### src/rtl/sbue_pkg.sv
// Shared types, codes and sizing constants for the serial block upload engine.
`default_nettype none

package sbue_pkg;

  // Block buffer sizing
  localparam int BLOCK_BYTES = 512;
  localparam int BUF_AW      = (BLOCK_BYTES > 1) ? $clog2(BLOCK_BYTES) : 1;
  localparam int FILL_W      = $clog2(BLOCK_BYTES + 1);

  // Frame header: 0x80, 4 length bytes, 0x90, 0x80, 4 address bytes, 0xA0
  localparam int HDR_LEN = 12;
  localparam int POS_W   = $clog2(BLOCK_BYTES + HDR_LEN + 1);

  // Jump frame: 0x80, 4 address bytes, 0xB1
  localparam int JUMP_LAST = 5;

  // Output queue behind the buffer read stage
  localparam int Q_DEPTH = 3;
  localparam int Q_AW    = $clog2(Q_DEPTH);
  localparam int Q_CW    = $clog2(Q_DEPTH + 1);

  // Configuration port
  localparam int PADDR_W    = 4;
  localparam int PDATA_W    = 32;
  localparam int REG_IDX_W  = 2;
  localparam logic [REG_IDX_W-1:0] REG_START_ADDRESS = 2'd0;
  localparam logic [REG_IDX_W-1:0] REG_BLOCK_RETRIES = 2'd1;
  localparam logic [REG_IDX_W-1:0] REG_CRC_RETRIES   = 2'd2;

  localparam logic [31:0] START_ADDRESS_RST = 32'h8000_0000;
  localparam logic [3:0]  BLOCK_RETRIES_RST = 4'd5;
  localparam logic [3:0]  CRC_RETRIES_RST   = 4'd4;

  // Operation codes
  localparam logic [1:0] OP_LOAD    = 2'd0;
  localparam logic [1:0] OP_RECV    = 2'd1;
  localparam logic [1:0] OP_TIMEOUT = 2'd2;
  localparam logic [1:0] OP_SLOT    = 2'd3;

  // Phase codes; all but jump equal the reported status
  localparam logic [2:0] PH_LOAD   = 3'd0;
  localparam logic [2:0] PH_SEND   = 3'd1;
  localparam logic [2:0] PH_WAIT   = 3'd2;
  localparam logic [2:0] PH_ACCEPT = 3'd3;
  localparam logic [2:0] PH_FAIL   = 3'd4;
  localparam logic [2:0] PH_DONE   = 3'd5;
  localparam logic [2:0] PH_JUMP   = 3'd6;

  // Frame marker bytes
  localparam logic [7:0] MK_START = 8'h80;
  localparam logic [7:0] MK_LEN   = 8'h90;
  localparam logic [7:0] MK_DATA  = 8'hA0;
  localparam logic [7:0] MK_CRC   = 8'h81;
  localparam logic [7:0] MK_JUMP  = 8'hB1;

  typedef struct packed {
    logic [31:0] start_address;
    logic [3:0]  block_retries;
    logic [3:0]  crc_retries;
  } cfg_t;

  // One result as it leaves the control stage; data bytes come from the buffer
  typedef struct packed {
    logic       tx_valid;
    logic       use_buf;
    logic [7:0] tx_byte;
    logic [2:0] status;
  } entry_t;

  typedef struct packed {
    logic       tx_valid;
    logic [7:0] tx_byte;
    logic [2:0] status;
  } result_t;

  // Byte idx of v, idx 0 is the most significant
  function automatic logic [7:0] be_byte(input logic [31:0] v, input logic [1:0] idx);
    logic [7:0] b;
    unique case (idx)
      2'd0:    b = v[31:24];
      2'd1:    b = v[23:16];
      2'd2:    b = v[15:8];
      default: b = v[7:0];
    endcase
    return b;
  endfunction

  function automatic logic [3:0] at_least_one(input logic [3:0] v);
    return (v == 4'd0) ? 4'd1 : v;
  endfunction

endpackage

`default_nettype wire

### src/rtl/serial_block_upload_engine_unit.sv
// Top level of the serial block upload engine.
`default_nettype none

// Serial block upload engine. Each request carries one operation (load a
// program byte, a received byte, a receive timeout or a transmit slot) and
// yields exactly one result (tx_valid, tx_byte, status). One request is taken
// every clock cycle while item_ready grants credit; a result passes the read
// stage register and the result queue, where up to three results wait while
// the result side stalls. The 512-entry byte block buffer has no clearing
// pass: only entries written for the current block are ever sent. Registers
// at byte address 0 (start address), 4 (block retries) and 8 (checksum
// retries) must be written over the APB port only while no request is in
// flight, a rule the block does not enforce; a zero retry count acts as one.
module serial_block_upload_engine_unit
  import sbue_pkg::*;
(
  input  wire logic               clk,
  input  wire logic               rst,
  input  wire logic               psel,
  input  wire logic               penable,
  input  wire logic               pwrite,
  input  wire logic [PADDR_W-1:0] paddr,
  input  wire logic [PDATA_W-1:0] pwdata,
  output logic      [PDATA_W-1:0] prdata,
  output logic                    pready,
  input  wire logic               item_valid,
  output logic                    item_ready,
  input  wire logic [1:0]         operation,
  input  wire logic [7:0]         data_byte,
  input  wire logic               end_of_block,
  input  wire logic               end_of_file,
  output logic                    result_valid,
  input  wire logic               result_ready,
  output logic                    tx_valid,
  output logic      [7:0]         tx_byte,
  output logic      [2:0]         status
);

  cfg_t              cfg;
  entry_t            entry;
  logic              accept;
  logic              buf_wr_en, buf_rd_en;
  logic [BUF_AW-1:0] buf_wr_addr, buf_rd_addr;
  logic [7:0]        buf_wr_data, buf_rd_data;

  assign accept = item_valid && item_ready;

  sbue_regs u_regs (
    .clk     (clk),
    .rst     (rst),
    .psel    (psel),
    .penable (penable),
    .pwrite  (pwrite),
    .paddr   (paddr),
    .pwdata  (pwdata),
    .prdata  (prdata),
    .pready  (pready),
    .cfg     (cfg)
  );

  sbue_ctrl u_ctrl (
    .clk          (clk),
    .rst          (rst),
    .accept       (accept),
    .operation    (operation),
    .data_byte    (data_byte),
    .end_of_block (end_of_block),
    .end_of_file  (end_of_file),
    .cfg          (cfg),
    .buf_wr_en    (buf_wr_en),
    .buf_wr_addr  (buf_wr_addr),
    .buf_wr_data  (buf_wr_data),
    .buf_rd_en    (buf_rd_en),
    .buf_rd_addr  (buf_rd_addr),
    .entry        (entry)
  );

  // block buffer; loads and sends never touch it in the same cycle
  sbue_ram #(
    .WIDTH (8),
    .DEPTH (BLOCK_BYTES)
  ) u_buf (
    .clk     (clk),
    .wr_en   (buf_wr_en),
    .wr_addr (buf_wr_addr),
    .wr_data (buf_wr_data),
    .rd_en   (buf_rd_en),
    .rd_addr (buf_rd_addr),
    .rd_data (buf_rd_data)
  );

  sbue_outq u_outq (
    .clk          (clk),
    .rst          (rst),
    .push         (accept),
    .entry        (entry),
    .buf_rd_data  (buf_rd_data),
    .item_ready   (item_ready),
    .result_valid (result_valid),
    .result_ready (result_ready),
    .tx_valid     (tx_valid),
    .tx_byte      (tx_byte),
    .status       (status)
  );

endmodule

`default_nettype wire

### src/rtl/sbue_ram.sv
// Generic single-port-write, single-port-read RAM with registered read data.
`default_nettype none

module sbue_ram #(
  parameter int WIDTH = 8,
  parameter int DEPTH = 512
) (
  input  wire logic                                    clk,
  input  wire logic                                    wr_en,
  input  wire logic [((DEPTH > 1) ? $clog2(DEPTH) : 1)-1:0] wr_addr,
  input  wire logic [WIDTH-1:0]                        wr_data,
  input  wire logic                                    rd_en,
  input  wire logic [((DEPTH > 1) ? $clog2(DEPTH) : 1)-1:0] rd_addr,
  output logic      [WIDTH-1:0]                        rd_data
);

  logic [WIDTH-1:0] mem [DEPTH];

  // write port
  always_ff @(posedge clk) begin
    if (wr_en) begin
      mem[wr_addr] <= wr_data;
    end
  end

  // registered read port
  always_ff @(posedge clk) begin
    if (rd_en) begin
      rd_data <= mem[rd_addr];
    end
  end

endmodule

`default_nettype wire

### src/rtl/sbue_regs.sv
// APB configuration registers of the serial block upload engine.
`default_nettype none

module sbue_regs
  import sbue_pkg::*;
(
  input  wire logic               clk,
  input  wire logic               rst,
  input  wire logic               psel,
  input  wire logic               penable,
  input  wire logic               pwrite,
  input  wire logic [PADDR_W-1:0] paddr,
  input  wire logic [PDATA_W-1:0] pwdata,
  output logic      [PDATA_W-1:0] prdata,
  output logic                    pready,
  output cfg_t                    cfg
);

  logic                 wr;
  logic [REG_IDX_W-1:0] idx;

  assign pready = 1'b1;
  assign wr     = psel && penable && pwrite;
  assign idx    = paddr[PADDR_W-1:2];

  // register writes
  always_ff @(posedge clk) begin
    if (rst) begin
      cfg.start_address <= START_ADDRESS_RST;
      cfg.block_retries <= BLOCK_RETRIES_RST;
      cfg.crc_retries   <= CRC_RETRIES_RST;
    end else if (wr) begin
      if (idx == REG_START_ADDRESS) cfg.start_address <= pwdata;
      if (idx == REG_BLOCK_RETRIES) cfg.block_retries <= pwdata[3:0];
      if (idx == REG_CRC_RETRIES)   cfg.crc_retries   <= pwdata[3:0];
    end
  end

  // read mux
  always_comb begin
    unique case (idx)
      REG_START_ADDRESS: prdata = cfg.start_address;
      REG_BLOCK_RETRIES: prdata = {28'd0, cfg.block_retries};
      REG_CRC_RETRIES:   prdata = {28'd0, cfg.crc_retries};
      default:           prdata = '0;
    endcase
  end

endmodule

`default_nettype wire

### src/rtl/sbue_ctrl.sv
// Control stage: phase sequencer, checksum, retry counters and buffer access.
`default_nettype none

module sbue_ctrl
  import sbue_pkg::*;
(
  input  wire logic              clk,
  input  wire logic              rst,
  input  wire logic              accept,
  input  wire logic [1:0]        operation,
  input  wire logic [7:0]        data_byte,
  input  wire logic              end_of_block,
  input  wire logic              end_of_file,
  input  cfg_t                   cfg,
  output logic                   buf_wr_en,
  output logic      [BUF_AW-1:0] buf_wr_addr,
  output logic      [7:0]        buf_wr_data,
  output logic                   buf_rd_en,
  output logic      [BUF_AW-1:0] buf_rd_addr,
  output entry_t                 entry
);

  logic [FILL_W-1:0] fill_count, fill_count_next;
  logic [31:0]       file_offset, file_offset_next;
  logic [31:0]       running_sum, running_sum_next;
  logic [2:0]        phase, phase_next;
  logic [POS_W-1:0]  send_position, send_position_next;
  logic [31:0]       received_sum, received_sum_next;
  logic [2:0]        received_count, received_count_next;
  logic [3:0]        block_tries_left, block_tries_left_next;
  logic [3:0]        crc_tries_left, crc_tries_left_next;
  logic              final_block, final_block_next;

  logic [FILL_W-1:0] fill_inc;
  logic              fill_room;
  logic [POS_W-1:0]  frame_end;
  logic [POS_W-1:0]  data_idx;
  logic              in_data;
  logic [POS_W-1:0]  pos_m1, pos_p1;
  logic [31:0]       addr;
  logic [31:0]       rsum_new;
  logic [2:0]        rcnt_new;
  logic [3:0]        block_dec, crc_dec;
  logic [7:0]        hdr_byte;

  // shared datapath terms
  assign fill_inc  = fill_count + FILL_W'(1);
  assign fill_room = fill_count < FILL_W'(BLOCK_BYTES);
  assign frame_end = POS_W'(HDR_LEN) + POS_W'(fill_count);
  assign data_idx  = send_position - POS_W'(HDR_LEN);
  assign in_data   = (send_position >= POS_W'(HDR_LEN)) && (data_idx < POS_W'(fill_count));
  assign pos_m1    = send_position - POS_W'(1);
  assign pos_p1    = send_position + POS_W'(1);
  assign addr      = cfg.start_address + file_offset;
  assign rsum_new  = {received_sum[23:0], data_byte};
  assign rcnt_new  = received_count + 3'd1;
  assign block_dec = (block_tries_left == 4'd0) ? 4'd0 : block_tries_left - 4'd1;
  assign crc_dec   = (crc_tries_left == 4'd0) ? 4'd0 : crc_tries_left - 4'd1;

  // block frame header byte at the current position
  always_comb begin
    priority if (send_position == POS_W'(0)) begin
      hdr_byte = MK_START;
    end else if (send_position <= POS_W'(4)) begin
      hdr_byte = be_byte(32'(fill_count), pos_m1[1:0]);
    end else if (send_position == POS_W'(5)) begin
      hdr_byte = MK_LEN;
    end else if (send_position == POS_W'(6)) begin
      hdr_byte = MK_START;
    end else if (send_position <= POS_W'(10)) begin
      // positions 7..10 map to address bytes 0..3
      hdr_byte = be_byte(addr, pos_p1[1:0]);
    end else if (send_position == POS_W'(11)) begin
      hdr_byte = MK_DATA;
    end else begin
      hdr_byte = MK_CRC;
    end
  end

  // next state and result
  always_comb begin
    fill_count_next       = fill_count;
    file_offset_next      = file_offset;
    running_sum_next      = running_sum;
    phase_next            = phase;
    send_position_next    = send_position;
    received_sum_next     = received_sum;
    received_count_next   = received_count;
    block_tries_left_next = block_tries_left;
    crc_tries_left_next   = crc_tries_left;
    final_block_next      = final_block;
    buf_wr_en             = 1'b0;
    buf_wr_addr           = fill_count[BUF_AW-1:0];
    buf_wr_data           = data_byte;
    buf_rd_en             = 1'b0;
    buf_rd_addr           = data_idx[BUF_AW-1:0];
    entry.tx_valid        = 1'b0;
    entry.use_buf         = 1'b0;
    entry.tx_byte         = 8'd0;

    if (accept) begin
      unique case (operation)
        OP_LOAD: begin
          if (phase == PH_LOAD || phase == PH_ACCEPT) begin
            phase_next = PH_LOAD;
            if (fill_room) begin
              buf_wr_en        = 1'b1;
              fill_count_next  = fill_inc;
              running_sum_next = {running_sum[30:0], running_sum[31]} + 32'(data_byte);
            end
            // block complete: explicit end or buffer full
            if (end_of_block || end_of_file || !fill_room ||
                fill_inc >= FILL_W'(BLOCK_BYTES)) begin
              final_block_next      = end_of_file;
              block_tries_left_next = at_least_one(cfg.block_retries);
              phase_next            = PH_SEND;
              send_position_next    = '0;
              crc_tries_left_next   = at_least_one(cfg.crc_retries);
            end
          end
        end
        OP_RECV: begin
          if (phase == PH_WAIT) begin
            received_sum_next   = rsum_new;
            received_count_next = rcnt_new;
            if (rcnt_new >= 3'd4) begin
              received_count_next = 3'd0;
              if (rsum_new == running_sum) begin
                if (final_block) begin
                  phase_next         = PH_JUMP;
                  send_position_next = '0;
                end else begin
                  phase_next       = PH_ACCEPT;
                  file_offset_next = file_offset + 32'(fill_count);
                  fill_count_next  = '0;
                  running_sum_next = '0;
                end
              end else begin
                // checksum mismatch: resend the block or give up
                block_tries_left_next = block_dec;
                if (block_dec != 4'd0) begin
                  phase_next          = PH_SEND;
                  send_position_next  = '0;
                  crc_tries_left_next = at_least_one(cfg.crc_retries);
                end else begin
                  phase_next = PH_FAIL;
                end
              end
            end
          end
        end
        OP_TIMEOUT: begin
          if (phase == PH_WAIT) begin
            crc_tries_left_next = crc_dec;
            if (crc_dec != 4'd0) begin
              // request the checksum again
              phase_next         = PH_SEND;
              send_position_next = frame_end;
            end else begin
              block_tries_left_next = block_dec;
              if (block_dec != 4'd0) begin
                phase_next          = PH_SEND;
                send_position_next  = '0;
                crc_tries_left_next = at_least_one(cfg.crc_retries);
              end else begin
                phase_next = PH_FAIL;
              end
            end
          end
        end
        OP_SLOT: begin
          if (phase == PH_SEND) begin
            entry.tx_valid = 1'b1;
            if (in_data) begin
              entry.use_buf = 1'b1;
              buf_rd_en     = 1'b1;
            end else begin
              entry.tx_byte = hdr_byte;
            end
            if (send_position >= frame_end) begin
              phase_next          = PH_WAIT;
              received_sum_next   = '0;
              received_count_next = 3'd0;
            end else begin
              send_position_next = pos_p1;
            end
          end else if (phase == PH_JUMP) begin
            entry.tx_valid = 1'b1;
            priority if (send_position == POS_W'(0)) begin
              entry.tx_byte = MK_START;
            end else if (send_position <= POS_W'(4)) begin
              entry.tx_byte = be_byte(cfg.start_address, pos_m1[1:0]);
            end else begin
              entry.tx_byte = MK_JUMP;
            end
            if (send_position >= POS_W'(JUMP_LAST)) begin
              phase_next = PH_DONE;
            end else begin
              send_position_next = pos_p1;
            end
          end
        end
        default: begin
        end
      endcase
    end

    entry.status = (phase_next == PH_JUMP) ? PH_SEND : phase_next;
  end

  // state registers
  always_ff @(posedge clk) begin
    if (rst) begin
      fill_count       <= '0;
      file_offset      <= '0;
      running_sum      <= '0;
      phase            <= PH_LOAD;
      send_position    <= '0;
      received_sum     <= '0;
      received_count   <= '0;
      block_tries_left <= '0;
      crc_tries_left   <= '0;
      final_block      <= 1'b0;
    end else begin
      fill_count       <= fill_count_next;
      file_offset      <= file_offset_next;
      running_sum      <= running_sum_next;
      phase            <= phase_next;
      send_position    <= send_position_next;
      received_sum     <= received_sum_next;
      received_count   <= received_count_next;
      block_tries_left <= block_tries_left_next;
      crc_tries_left   <= crc_tries_left_next;
      final_block      <= final_block_next;
    end
  end

endmodule

`default_nettype wire

### src/rtl/sbue_outq.sv
// Buffer read stage and result queue; sets request credit toward the input.
`default_nettype none

module sbue_outq
  import sbue_pkg::*;
(
  input  wire logic       clk,
  input  wire logic       rst,
  input  wire logic       push,
  input  entry_t          entry,
  input  wire logic [7:0] buf_rd_data,
  output logic            item_ready,
  output logic            result_valid,
  input  wire logic       result_ready,
  output logic            tx_valid,
  output logic [7:0]      tx_byte,
  output logic [2:0]      status
);

  logic              s1_valid;
  entry_t            s1;
  result_t           q_mem [Q_DEPTH];
  result_t           q_in;
  result_t           q_head;
  logic [Q_AW-1:0]   head, tail;
  logic [Q_CW-1:0]   count, count_next;
  logic              pop;
  logic [Q_CW:0]     in_flight;

  // read stage register; buffer data arrives together with the registered request
  always_ff @(posedge clk) begin
    if (rst) begin
      s1_valid <= 1'b0;
    end else begin
      s1_valid <= push;
    end
  end

  always_ff @(posedge clk) begin
    if (push) begin
      s1 <= entry;
    end
  end

  assign q_in.tx_valid = s1.tx_valid;
  assign q_in.tx_byte  = s1.use_buf ? buf_rd_data : s1.tx_byte;
  assign q_in.status   = s1.status;

  // credit: requests in flight never exceed the queue depth
  assign in_flight  = (Q_CW + 1)'(count) + (Q_CW + 1)'(s1_valid);
  assign item_ready = in_flight < (Q_CW + 1)'(Q_DEPTH);

  assign pop        = result_valid && result_ready;
  assign count_next = count + Q_CW'(s1_valid) - Q_CW'(pop);

  // queue storage
  always_ff @(posedge clk) begin
    if (s1_valid) begin
      q_mem[tail] <= q_in;
    end
  end

  // queue pointers
  always_ff @(posedge clk) begin
    if (rst) begin
      head  <= '0;
      tail  <= '0;
      count <= '0;
    end else begin
      count <= count_next;
      if (s1_valid) begin
        tail <= (tail == Q_AW'(Q_DEPTH - 1)) ? '0 : tail + Q_AW'(1);
      end
      if (pop) begin
        head <= (head == Q_AW'(Q_DEPTH - 1)) ? '0 : head + Q_AW'(1);
      end
    end
  end

  assign q_head       = q_mem[head];
  assign result_valid = count != '0;
  assign tx_valid     = q_head.tx_valid;
  assign tx_byte      = q_head.tx_byte;
  assign status       = q_head.status;

endmodule

`default_nettype wire

### config.mk
export PLATFORM = sky130hd
export DESIGN_NAME = serial_block_upload_engine_unit
export DESIGN_NICKNAME = d
export VERILOG_FILES = /design/src/rtl/sbue_pkg.sv /design/src/rtl/serial_block_upload_engine_unit.sv /design/src/rtl/sbue_ram.sv /design/src/rtl/sbue_regs.sv /design/src/rtl/sbue_ctrl.sv /design/src/rtl/sbue_outq.sv
export SDC_FILE = /design/constraint.sdc
export NUM_CORES = 2
export LEC_CHECK = 0
export BUFFER_PORTS_ARGS = -buffer_cell sky130_fd_sc_hd__buf_2
export CORE_ASPECT_RATIO = 1.25
export CORE_UTILIZATION = 50
export CTS_BUF_LIST = sky130_fd_sc_hd__clkbuf_2 sky130_fd_sc_hd__clkbuf_4 sky130_fd_sc_hd__clkbuf_8
export DETAILED_ROUTE_END_ITERATION = 16
export GPL_ROUTABILITY_DRIVEN = 0
export PLACE_DENSITY = 0.65
export SYNTH_ARGS = -nofsm -noshare
export SYNTH_HDL_FRONTEND = slang
export SYNTH_MEMORY_MAX_BITS = 65536
export SYNTH_SLANG_ARGS = --single-unit
### constraint.sdc
create_clock -name clk -period 6.2 [get_ports clk]
set_clock_uncertainty 0.05 [all_clocks]
set_input_delay 0.93 -clock clk [delete_from_list [all_inputs] [get_ports clk]]
set_output_delay 0.93 -clock clk [all_outputs]
set_load 0.01 [all_outputs]
==> impl_results.md <==
* Nets at approximately 9,200
* Via density at about 6.2
* Vias at a little under 90,000
* Post-Syn Instances at roughly 8,600
* Final Setup Violations at 0
* Crit-path max cell delay at around 1.0 ns
* Layout cells sized above 1 at a little over a quarter
* Syn-to-layout area delta at 11.1%
* DRT Pass-1 Iters at 8
* Clock power frac at 40.0%
* Core Footprint at between 300,000 and 400,000 um2
* Psw at 12.0 mW
* Req. time, crit path at roughly 6.9 ns
* Grt ovf at 0
* GR Util All Layers at between 20% and 30%
* Clock buffer depth at 4
* Netlist Area Pre-Place at approximately 170,000 um2
* First-pass GRT wire length at between 600,000 and 700,000 um
* Core Rows at 240
* Int Pwr at roughly 44 mW
* Die footprint at 348,000 um2
* Synth area leaders: edfxtp_1 72%, mux4_2 16%, dfxtp_1 2.0%
* GRT busiest layer: met2
* Met1 Track Usage GR at about a third
* Switching Share at 21.3%
* Relative slew slack at approximately 12%
* Setup repair after global routing missed its margin: no
* H-tree levels at 6
* Non-Filler Instances at 14,200
* Peak VDD IR at 0.174 mV
* Power Density at 294 nW/um2
* Post-synth EDFFs at slightly above 4,000
* Clk slew on worst S/H paths at roughly 0.060 ns
* Num CTS Buffers at 640
* CTS tree: yes
* Initial DRC count at about 10,000
* Status: finished, final reports clean
* Initial antenna violation count at 24
* Met3 Usage GRT at around 4.3%
* Crit Path Max Fanout at 16
* Mean Syn Cell Area at 20.1 um2
* Initial core utilization at just over 50%
* Hold Vio Cnt, Final at 0
* Worst EP arrival at 5.99 ns
* Worst skew pair latency at 1.12 ns
* PostCTS Resize Cnt at 0
* Port Buffers at 98
* CP max-delay cell: nand3_1
* Pin count of the biggest net entering global routing at 214
* Synth warn at 0
* Predominant post-synthesis flop cell: edfxtp_1
* LEAKAGE at 58.7 nW
* Die Span Y at approximately 660 um
* Crit Path Class: flop to flop
* Final WL at between 400,000 and 500,000 um
* # DRC at 0
* Max_cap viols at 0
* Most common cell after layout, fill and taps aside: edfxtp_1
* Yosys top cell area share at 72.2%
* Routed length per placed instance at between 30 and 40 um
* Fin crit period at about 5.3 ns
* Fin crit share at a little under nine tenths
* Worst-Margin Slew at about 1.3 ns
* DP HPWL at between 200,000 and 300,000 um
* Register area share after synthesis at roughly three quarters
* Finished Cell Area at between 150,000 and 200,000 um2
* Fmax at between 150 and 200 MHz
* FF+latch count, synth at 4,325
* GR Layer Usage met2 at 41.9%
* Inst Count DP at ~13,000
* Hold Crit Class: primary input to flop
* Setup TNS at 0 ns
* Root Driver: clkbuf_8
* Post-DRT Antenna Nets at 0
* Clk sink count at between 4,000 and 5,000
* Post-synth top area cell: edfxtp_1
* Seq pwr share at approximately 57%
* FFs w/ async S/R, synth at 0%
* Io pins at between 100 and 150
* Die X at ~530 um
* Vias in the first global route at roughly 90,000
* Synth cell types at between 90 and 100
* Max Transition Viols Final at 0
* Most frequent cells in the layout: 4,153 x edfxtp_1, 1,232 x mux4_2, 706 x nor2_1, 661 x clkbuf_8, 298 x nand2_1
* Placed Instance Area at 179,000 um2
* Combinational share of power at under 10%
* Cells along the critical path: ha_1 > ha_1 > a21oi_1 > nand2_1 > nor2_1 > nand3_1 > nor3_1 > nand3_1 > nor2_1
* Setup crit end kind: flop
* Post-Syn Nets at slightly below 9,000
* Setup crit start kind: flop
## synthesized netlist by cell type (23+ instances only)
cell,instances
buf_2,122
ha_1,95
a22o_1,26
buf_4,35
nor3_1,92
nor3b_1,32
clkbuf_1,283
or3_1,26
mux4_2,1232
nand2_1,314
and2_1,41
xnor2_1,87
a21o_1,25
buf_1,45
mux2i_1,108
edfxtp_1,4153
xor2_1,33
nand2b_1,31
inv_1,56
nor2_1,707
nand4_1,40
o21ai_0,134
a21oi_1,214
and3_1,23
nor2b_1,63
dfxtp_1,172
nand3_1,75
## registers in the layout (all words and copies together) (netlist names), 4 cells and up, named ones only
register	cells
u_buf.mem	4096
u_regs.cfg	40
u_outq.q_mem	36
u_ctrl.file_offset	32
u_ctrl.running_sum	32
u_ctrl.received_sum	24
u_ctrl.fill_count	10
u_ctrl.send_position	10
u_outq.s1	9
u_buf.rd_data	8
u_ctrl.block_tries_left	4
u_ctrl.crc_tries_left	4
u_outq.q_in	4
## worst max-delay path, delay by kind of cell (launching register included)
family / cells / cell delay, ns
AO/OA/AOI/OAI: 1 / 0.20
adder cells (fa/ha/maj): 2 / 0.46
flip-flops: 1 / 0.33
AND/OR/NAND/NOR: 6 / 3.86
## power groups by stage
stage	Combinational (mW)	Sequential, mW	Clock (mW)
4_1_cts	1.73	32.1	22.9
3_5_place_dp	1.71	32.7	0
3_3_place_gp	1.66	32.7	0
5_1_grt	1.82	32.1	24.0
2_1_floorplan	0.844	32.7	0
6_report	1.71	32.1	22.6
## area by class of cell
type                            instances  area [um2]
Fill cell                           25600      151000
Sequential cell                      4325      128000
Multi-Input combinational cell       3708       42400
Clock buffer                          850       10500
Tap cell                             4598        5750
Timing Repair Buffer                  350        3010
Clock inverter                        266        1730
Inverter                               65         251
Antenna cell                           11        27.5
## cells by family after synthesis
logic type | after synthesis | share of synthesized area (%)
flip-flops | 4325 | 74.2
AO/OA/AOI/OAI | 620 | 2.30
multiplexers | 1352 | 16.8
other | 1 | 0.00217
AND/OR/NAND/NOR | 1516 | 4.00
XOR/XNOR | 121 | 0.618
adder cells (fa/ha/maj) | 98 | 0.723
buffers and inverters | 559 | 1.41
## through the flow
step	hold WS [ns]	worst slack, ns	power (mW)	utilization, %
floorplan	0.390	2.37	33.5	-
global placement	0.407	1.04	34.4	52.3
detailed placement	0.421	0.919	34.5	52.3
CTS	0.00716	1.03	56.7	55.9
global route	0.0750	0.783	57.9	55.9
finish	0.101	0.874	56.4	55.9
## routing by layer
| metal | part of all wire (%) | wire length [um] |
|---|---|---|
| met1 | 39 | 170000 |
| met2 | 50 | 219000 |
| met3 | 8.0 | 35200 |
| met4 | 3.7 | 16300 |
| met5 | 0.0018 | 8 |
## timing repair
action                                  4_1_cts  5_1_grt
buffers inserted                              0        0
hold buffers                                 32        0
endpoints found under the setup margin        0        0
hold endpoints to repair                     40        0
## worst paths after layout
path	from	end	slack, ns	depth (start not counted)
max	u_outq.s1_valid$_SDFF_PP0_	u_buf.mem[193][2]$_DFFE_PP_	0.87	9
min reg2reg	u_ctrl.received_count[0]$_SDFFE_PP0P_	u_ctrl.received_count[0]$_SDFFE_PP0P_	0.43	2
max reg2reg	u_outq.s1_valid$_SDFF_PP0_	u_buf.mem[193][2]$_DFFE_PP_	0.87	9
min	end_of_file	u_ctrl.final_block$_SDFFE_PP0P_	0.10	3
(Power assumes the default switching activity.)
